`src/rtl/core/bmi_pkg.sv`:
```
// bmi_pkg: shared types, codes and widths of the brake map interpolator
package bmi_pkg;

   localparam int DATA_W    = 32;
   localparam int OP_W      = 3;
   localparam int IDX_W     = 4;
   localparam int STATUS_W  = 2;
   localparam int CNT_REG_W = 5;
   localparam int RATIO_W   = 31;
   localparam int FRAC_W    = 30;
   localparam int DIV_STEPS = 62;
   localparam int DIV_CNT_W = 6;

   localparam logic [OP_W-1:0] OP_WR_VEL   = 3'd0;
   localparam logic [OP_W-1:0] OP_WR_BRAKE = 3'd1;
   localparam logic [OP_W-1:0] OP_WR_MAP   = 3'd2;
   localparam logic [OP_W-1:0] OP_BRAKE_Q  = 3'd3;
   localparam logic [OP_W-1:0] OP_ACCEL_Q  = 3'd4;

   localparam logic [STATUS_W-1:0] ST_INTERP = 2'd0;
   localparam logic [STATUS_W-1:0] ST_BELOW  = 2'd1;
   localparam logic [STATUS_W-1:0] ST_ABOVE  = 2'd2;
   localparam logic [STATUS_W-1:0] ST_WRITE  = 2'd3;

   localparam logic CSR_VEL_POINTS   = 1'b0;
   localparam logic CSR_BRAKE_POINTS = 1'b1;

   typedef enum logic [1:0] {TBL_VAX, TBL_BAX, TBL_MAP, TBL_ACC} tbl_type;
   typedef enum logic [1:0] {Q_HOLD, Q_VEL_CLAMP, Q_QV_CLAMP, Q_QV} q_src_type;
   typedef enum logic [1:0] {RES_HOLD, RES_ZERO, RES_RD, RES_INTERP} res_src_type;

   typedef struct packed {
      logic                in_ld;
      logic                rd_en;
      tbl_type             rd_sel;
      logic                ld_x0;
      logic                ld_x1;
      q_src_type           q_src;
      logic                div_start;
      logic                ld_y0;
      logic                ld_mag;
      logic                ld_mul;
      logic                acc_wr;
      res_src_type         res_src;
      logic                out_ld;
      logic [STATUS_W-1:0] status;
   } cmd_type;

   typedef struct packed {
      logic rd_lt_q;
      logic div_busy;
      logic qv_lt_x0;
      logic x1_lt_qv;
   } sts_type;

endpackage

```
`src/rtl/core/bmi_controller.sv`:
```
// bmi_controller: sequencer for table writes, segment search, division and row interpolation
module bmi_controller import bmi_pkg::*; #(
   parameter int MAX_VELOCITY_POINTS = 16,
   parameter int MAX_BRAKE_POINTS    = 16,
   localparam int VIW = $clog2(MAX_VELOCITY_POINTS),
   localparam int BIW = $clog2(MAX_BRAKE_POINTS)
) (
   input  logic                 clock,
   input  logic                 reset,
   input  logic                 req_valid,
   output logic                 req_ready,
   input  logic [OP_W-1:0]      req_op,
   output logic                 rsp_valid,
   input  logic                 rsp_ready,
   input  logic                 csr_valid,
   output logic                 csr_ready,
   input  logic                 csr_index,
   input  logic [CNT_REG_W-1:0] csr_data,
   output cmd_type              cmd,
   input  sts_type              sts,
   output logic [BIW-1:0]       rd_row,
   output logic [VIW-1:0]       rd_col
);
   localparam int CVW = $clog2(MAX_VELOCITY_POINTS + 1);
   localparam int CBW = $clog2(MAX_BRAKE_POINTS + 1);
   localparam int NW  = (CVW > CBW) ? CVW : CBW;

   typedef enum logic [24:0] {
      S_IDLE  = 25'b1 << 0,  S_V0   = 25'b1 << 1,  S_V1   = 25'b1 << 2,
      S_V2    = 25'b1 << 3,  S_V3   = 25'b1 << 4,  S_SRD  = 25'b1 << 5,
      S_SCMP  = 25'b1 << 6,  S_DIV  = 25'b1 << 7,  S_DWAIT = 25'b1 << 8,
      S_YRD0  = 25'b1 << 9,  S_YRD1 = 25'b1 << 10, S_YMAG = 25'b1 << 11,
      S_YMUL  = 25'b1 << 12, S_YFIN = 25'b1 << 13, S_B0   = 25'b1 << 14,
      S_B1    = 25'b1 << 15, S_B2   = 25'b1 << 16, S_B3   = 25'b1 << 17,
      S_A0    = 25'b1 << 18, S_A1   = 25'b1 << 19, S_A2   = 25'b1 << 20,
      S_A3    = 25'b1 << 21, S_ORD  = 25'b1 << 22, S_OLD  = 25'b1 << 23,
      S_DONE  = 25'b1 << 24
   } state_type;

   typedef enum logic [1:0] {PH_ROWS, PH_OP4, PH_OP3} phase_type;

   state_type            state_ff, state_in;
   phase_type            phase_ff, phase_in;
   logic [CNT_REG_W-1:0] vpu_ff, bpu_ff;
   logic [NW-1:0]        k_ff, k_in, i_ff, i_in;
   logic                 op3_ff, op3_in;
   logic [STATUS_W-1:0]  st_ff, st_in;
   logic                 rsp_valid_ff;
   logic [NW-1:0]        nv, nb, n_sel, k1, i1;
   logic [NW-1:0]        rev0, rev1;
   logic                 more;

   // effective point counts
   always_comb begin
      if (vpu_ff < CNT_REG_W'(2)) nv = NW'(2);
      else if (int'(vpu_ff) > MAX_VELOCITY_POINTS) nv = NW'(MAX_VELOCITY_POINTS);
      else nv = NW'(vpu_ff);
      if (bpu_ff < CNT_REG_W'(2)) nb = NW'(2);
      else if (int'(bpu_ff) > MAX_BRAKE_POINTS) nb = NW'(MAX_BRAKE_POINTS);
      else nb = NW'(bpu_ff);
   end

   assign n_sel = (phase_ff == PH_ROWS) ? nv : nb;
   assign k1    = k_ff + NW'(1);
   assign i1    = i_ff + NW'(1);
   assign rev0  = nb - NW'(1) - k_ff;
   assign rev1  = nb - NW'(2) - k_ff;
   assign more  = ({1'b0, k_ff} + (NW+1)'(2)) < {1'b0, n_sel};

   always_comb begin
      state_in = state_ff;
      phase_in = phase_ff;
      k_in     = k_ff;
      i_in     = i_ff;
      op3_in   = op3_ff;
      st_in    = st_ff;
      cmd      = '0;
      rd_row   = '0;
      rd_col   = '0;
      unique case (state_ff)
         S_IDLE: begin
            if (req_valid) begin
               cmd.in_ld = 1'b1;
               if (req_op == OP_BRAKE_Q || req_op == OP_ACCEL_Q) begin
                  op3_in   = (req_op == OP_BRAKE_Q);
                  phase_in = PH_ROWS;
                  i_in     = '0;
                  state_in = S_V0;
               end else begin
                  cmd.res_src = RES_ZERO;
                  st_in       = ST_WRITE;
                  state_in    = S_DONE;
               end
            end
         end
         S_V0: begin
            cmd.rd_en  = 1'b1;
            cmd.rd_sel = TBL_VAX;
            state_in   = S_V1;
         end
         S_V1: begin
            cmd.ld_x0  = 1'b1;
            cmd.rd_en  = 1'b1;
            cmd.rd_sel = TBL_VAX;
            rd_col     = VIW'(nv - NW'(1));
            state_in   = S_V2;
         end
         S_V2: begin
            cmd.ld_x1 = 1'b1;
            state_in  = S_V3;
         end
         S_V3: begin
            cmd.q_src = Q_VEL_CLAMP;
            k_in      = '0;
            state_in  = S_SRD;
         end
         S_SRD: begin
            cmd.rd_en = 1'b1;
            unique case (phase_ff)
               PH_ROWS: begin
                  cmd.rd_sel = TBL_VAX;
                  rd_col     = VIW'(k1);
               end
               PH_OP4: begin
                  cmd.rd_sel = TBL_BAX;
                  rd_row     = BIW'(k1);
               end
               default: begin
                  cmd.rd_sel = TBL_ACC;
                  rd_row     = BIW'(rev1);
               end
            endcase
            state_in = S_SCMP;
         end
         S_SCMP: begin
            if (more && sts.rd_lt_q) begin
               cmd.ld_x0 = 1'b1;
               k_in      = k1;
               state_in  = S_SRD;
            end else begin
               cmd.ld_x1 = 1'b1;
               state_in  = S_DIV;
            end
         end
         S_DIV: begin
            cmd.div_start = 1'b1;
            state_in      = S_DWAIT;
         end
         S_DWAIT: begin
            if (!sts.div_busy) state_in = S_YRD0;
         end
         S_YRD0: begin
            cmd.rd_en = 1'b1;
            unique case (phase_ff)
               PH_ROWS: begin
                  cmd.rd_sel = TBL_MAP;
                  rd_row     = BIW'(i_ff);
                  rd_col     = VIW'(k_ff);
               end
               PH_OP4: begin
                  cmd.rd_sel = TBL_ACC;
                  rd_row     = BIW'(k_ff);
               end
               default: begin
                  cmd.rd_sel = TBL_BAX;
                  rd_row     = BIW'(rev0);
               end
            endcase
            state_in = S_YRD1;
         end
         S_YRD1: begin
            cmd.ld_y0 = 1'b1;
            cmd.rd_en = 1'b1;
            unique case (phase_ff)
               PH_ROWS: begin
                  cmd.rd_sel = TBL_MAP;
                  rd_row     = BIW'(i_ff);
                  rd_col     = VIW'(k1);
               end
               PH_OP4: begin
                  cmd.rd_sel = TBL_ACC;
                  rd_row     = BIW'(k1);
               end
               default: begin
                  cmd.rd_sel = TBL_BAX;
                  rd_row     = BIW'(rev1);
               end
            endcase
            state_in = S_YMAG;
         end
         S_YMAG: begin
            cmd.ld_mag = 1'b1;
            state_in   = S_YMUL;
         end
         S_YMUL: begin
            cmd.ld_mul = 1'b1;
            state_in   = S_YFIN;
         end
         S_YFIN: begin
            if (phase_ff == PH_ROWS) begin
               cmd.acc_wr = 1'b1;
               rd_row     = BIW'(i_ff);
               if (i1 < nb) begin
                  i_in     = i1;
                  state_in = S_YRD0;
               end else begin
                  state_in = op3_ff ? S_A0 : S_B0;
               end
            end else begin
               cmd.res_src = RES_INTERP;
               st_in       = ST_INTERP;
               state_in    = S_DONE;
            end
         end
         S_B0: begin
            cmd.rd_en  = 1'b1;
            cmd.rd_sel = TBL_BAX;
            state_in   = S_B1;
         end
         S_B1: begin
            cmd.ld_x0  = 1'b1;
            cmd.rd_en  = 1'b1;
            cmd.rd_sel = TBL_BAX;
            rd_row     = BIW'(nb - NW'(1));
            state_in   = S_B2;
         end
         S_B2: begin
            cmd.ld_x1 = 1'b1;
            state_in  = S_B3;
         end
         S_B3: begin
            cmd.q_src = Q_QV_CLAMP;
            k_in      = '0;
            phase_in  = PH_OP4;
            state_in  = S_SRD;
         end
         S_A0: begin
            cmd.rd_en  = 1'b1;
            cmd.rd_sel = TBL_ACC;
            rd_row     = BIW'(nb - NW'(1));
            state_in   = S_A1;
         end
         S_A1: begin
            cmd.ld_x0  = 1'b1;
            cmd.rd_en  = 1'b1;
            cmd.rd_sel = TBL_ACC;
            state_in   = S_A2;
         end
         S_A2: begin
            cmd.ld_x1 = 1'b1;
            state_in  = S_A3;
         end
         S_A3: begin
            // x0 holds the last row, x1 the first row
            if (sts.qv_lt_x0) begin
               st_in    = ST_BELOW;
               state_in = S_ORD;
            end else if (sts.x1_lt_qv) begin
               st_in    = ST_ABOVE;
               state_in = S_ORD;
            end else begin
               cmd.q_src = Q_QV;
               k_in      = '0;
               phase_in  = PH_OP3;
               state_in  = S_SRD;
            end
         end
         S_ORD: begin
            cmd.rd_en  = 1'b1;
            cmd.rd_sel = TBL_BAX;
            rd_row     = (st_ff == ST_BELOW) ? BIW'(nb - NW'(1)) : '0;
            state_in   = S_OLD;
         end
         S_OLD: begin
            cmd.res_src = RES_RD;
            state_in    = S_DONE;
         end
         S_DONE: begin
            if (!rsp_valid_ff || rsp_ready) begin
               cmd.out_ld = 1'b1;
               cmd.status = st_ff;
               state_in   = S_IDLE;
            end
         end
         default: state_in = S_IDLE;
      endcase
   end

   always_ff @(posedge clock) begin
      if (reset) begin
         state_ff     <= S_IDLE;
         phase_ff     <= PH_ROWS;
         rsp_valid_ff <= 1'b0;
         vpu_ff       <= CNT_REG_W'(2);
         bpu_ff       <= CNT_REG_W'(2);
      end else begin
         state_ff <= state_in;
         phase_ff <= phase_in;
         if (cmd.out_ld) rsp_valid_ff <= 1'b1;
         else if (rsp_ready) rsp_valid_ff <= 1'b0;
         if (csr_valid) begin
            unique case (csr_index)
               CSR_VEL_POINTS:   vpu_ff <= csr_data;
               CSR_BRAKE_POINTS: bpu_ff <= csr_data;
               default:          vpu_ff <= vpu_ff;
            endcase
         end
      end
   end

   always_ff @(posedge clock) begin
      k_ff   <= k_in;
      i_ff   <= i_in;
      op3_ff <= op3_in;
      st_ff  <= st_in;
   end

   assign req_ready = (state_ff == S_IDLE);
   assign rsp_valid = rsp_valid_ff;
   assign csr_ready = 1'b1;

endmodule

```
`config.mk`:
```
export PLATFORM = sky130hd
export DESIGN_NAME = bmi_controller
export DESIGN_NICKNAME = d
export VERILOG_FILES = /design/src/rtl/core/bmi_pkg.sv /design/src/rtl/core/bmi_controller.sv
export SDC_FILE = /design/constraint.sdc
export NUM_CORES = 1
export LEC_CHECK = 0
export BUFFER_PORTS_ARGS = -buffer_cell sky130_fd_sc_hd__buf_2
export CAP_MARGIN = 10
export CORE_AREA = 3 3 83 85
export CTS_CLUSTER_SIZE = 28
export DETAILED_ROUTE_END_ITERATION = 8
export DIE_AREA = 0 0 86 88
export PLACE_DENSITY_LB_ADDON = 0.12
export SLEW_MARGIN = 15
export SYNTH_ARGS = -nofsm -noshare
export SYNTH_HDL_FRONTEND = slang
export SYNTH_SLANG_ARGS = --single-unit
```
`constraint.sdc`:
```
create_clock -name clock -period 3.2 [get_ports clock]
set_input_delay 0.64 -clock clock [delete_from_list [all_inputs] [get_ports clock]]
set_output_delay 0.64 -clock clock [all_outputs]
set_load 0.02 [all_outputs]
```
==> results.cfg <==
[logic_synthesis]
synth_top_cell_area_share_pct = 21.3
synth.avg_cell_area_um2 = 8.32
netlist_area_um2 = 3570
ys_ff_latch = 51
synth_edf_count = 13
netlist_instances = 429
async_flop_share_pct = 0
synth_cell_type_count = 68
ys_seq_area_share_pct = 32.3
ys.warnings.count = 0
synth_ff_type = dfxtp_1
syn_nets = 466
synth_top_cell_by_area = dfxtp_1
synth_area_leaders = dfxtp_1 21%, edfxtp_1 11%, ha_1 6.0%

[layout]
diodes = 0
final_common_cell = buf_4
area_growth_pct = 25.1
post-route-util_pct = 71.1
layout-drive-gt1-share_pct = 29.5
layout_common_cells = 40 x buf_4, 39 x nor2_1, 39 x buf_2, 32 x nand2_1, 29 x dfxtp_1
nets = 537

[critical_path]
critPathCapture = rd_row[3]
r2r_start = phase_ff[1]
r2r_end = k_ff[0]
slowest_delay_ns = 0.40
cp_cell_sequence = or3_4 > nand2_4 > ha_4 > inv_2 > ha_4 > fa_2 > xnor2_2 > xnor2_1 > o22ai_1 > a32oi_1 > o221ai_1 > buf_4
critPathBufInv = 2
worstPathArrival_ns = 2.77
required_ns = 2.56
crit_cells = 12
r2r_slack_ns = 0.30
slowest_stage = or3_4
cp-end-kind = output pin
path_class = flip-flop to output pin
critical_path.top_delay_family = adder cells
critPathLaunchType = flip-flop
crit_fanout = 4
cp-startpoint = bpu_ff[2]
ff2ff_path_depth = 10
cpMostUsedCell = ha_4

[power]
p_seq_share_pct = 46.1
switching_power_mw = 0.432
internal_power_mw = 1.08
powerDensity_nw_per_um2 = 338
vdd_drop_max_mv = 0.260
clockPowerShare_pct = 35.2
cellLeakagePower_nw = 1.90
pwr-share-comb_pct = 18.7
swShare_pct = 28.6

[place]
dpl.hpwl_um = 7930
portBuffers = 45
gp_congestion = 1.02
pre_cts_ws_ns = 0.0326

[drt]
firstDrtPassIters = 6
drc = 0
wl_um = 11000
antenna_left = 0
first_iter_violations = 500
viasPerCell = 6.47
vias = 3739
wl_per_cell_um = 19.1

[clock_network]
cts_buffer_depth = 2
clock_latency_ns = 0.32
cts_sinks = 51
h-tree-depth = 2
cts_buffers = 5
ctsHoldBuffers = 0
path_clk_slew_ns = 0.10
cts-root-buf = clkbuf_8
cts_tree = done

[timing]
relSlewSlack_pct = 53.7
hold_violations = 0
setup_ws_ns = -0.212
skew_ns = 0.0117
fmax_mhz = 293
period_share_pct = 107
period_needed_ns = 3.41
report.final.slew_viol_count = 0
rsz0062_at_grt = yes
setup_viol = 4
worst_pin_slew_ns = 0.694
holdWs_ns = 0.438

[grt]
use_met2_pct = 43.4
grt_pass1_vias = 3312
use_met3_pct = 6.96
grt_util_all_layers_pct = 28.1
grt_use_met1_pct = 38.8
antenna_found_initial = 0
grt_max_degree = 36
gr-max-usage-layer = met2
grt-ovfl-total = 0
grt_first_pass_wirelength_um = 16600

[worst_hold_path]
min_path_type = flip-flop to flip-flop

[die]
coreArea_um2 = 6280
io_pins = 47
rows = 29
die_w_um = 86
die-area_um2 = 7570
die_height_um = 88
start_util_pct = 56.8

[job]
max_cap_viol_count = 0

[status]
violations = negative setup slack
status = finished with violations
## sequential cells by signal, summed over array words and instances, names as in the netlist
register   cells
rsp_valid      1
state_ff      25
phase_ff       2
i_ff           5
op3_ff         1
st_ff          2
k_ff           5
bpu_ff         5
vpu_ff         5
## synth_stat cells (all sizes together) (9+ instances only)
master	count
nand4	12
xnor2	12
o21ai	13
nand3	21
a21oi	23
nor3b	9
ha	17
nand2	33
nor2	41
clkbuf	10
nand2b	10
inv	15
nor2b	14
nor4	13
nor3	15
edfxtp	13
dfxtp	38
## layout make-up
cell class | count | area (um^2)
multi-input cells | 345 | 2490
clock inverters | 2 | 41.3
repair buffers | 80 | 507
inverters | 17 | 68.8
fillers | 501 | 1810
clock buffers | 6 | 93.8
flip-flops and latches | 51 | 1170
well taps | 77 | 96.3
## cell families after synthesis
family	share of synthesized area (%)
fa+ha+maj	7.08
buf+inv	4.28
flops	32.3
xor+xnor	4.42
compound gates	14.6
other cells	0.105
mux	2.24
simple gates	35.0
## metal layers
layer / vias up / wire length, um
met5: - / 0
met4: 0 / 299
met3: 38 / 1140
met2: 218 / 4910
met1: 1748 / 4670
li1: 1735 / -
## stage by stage
stage	setup TNS (ns)	cells	cell area [um^2]	power, mW
after floorplan	0	429	3570	0.871
after global placement	0	558	3980	0.954
after detailed placement	0	558	3980	0.961
after CTS	-0.520	571	4230	1.49
after global routing	-1.03	578	4470	1.56
final	-0.498	578	4470	1.51
## what timing repair did
item,CTS,global route
setup buffers,5,7
pin swaps,11,13
hold endpoints to repair,0,0
resized for setup,22,44
endpoints found under the setup margin,8,18
## worst min-delay path by stage
| stage | slack, ns | cells past startpoint | startpoint | endpoint |
|---|---|---|---|---|
| after floorplan | 0.40 | 1 | op3_ff | state_ff[14] |
| after global placement | 0.41 | 1 | op3_ff | state_ff[14] |
| after detailed placement | 0.43 | 1 | op3_ff | state_ff[14] |
| after CTS | 0.44 | 1 | op3_ff | state_ff[14] |
| after global routing | 0.48 | 1 | op3_ff | state_ff[14] |
| final | 0.44 | 1 | op3_ff | state_ff[14] |
## power by group through the flow
stage	sequential (mW)	clock, mW	combinational, mW
finish	0.696	0.532	0.282
global route	0.698	0.555	0.304
CTS	0.694	0.535	0.263
detailed placement	0.709	0	0.252
global placement	0.708	0	0.246
floorplan	0.704	0	0.167
Power figures use the tool's default switching activity.
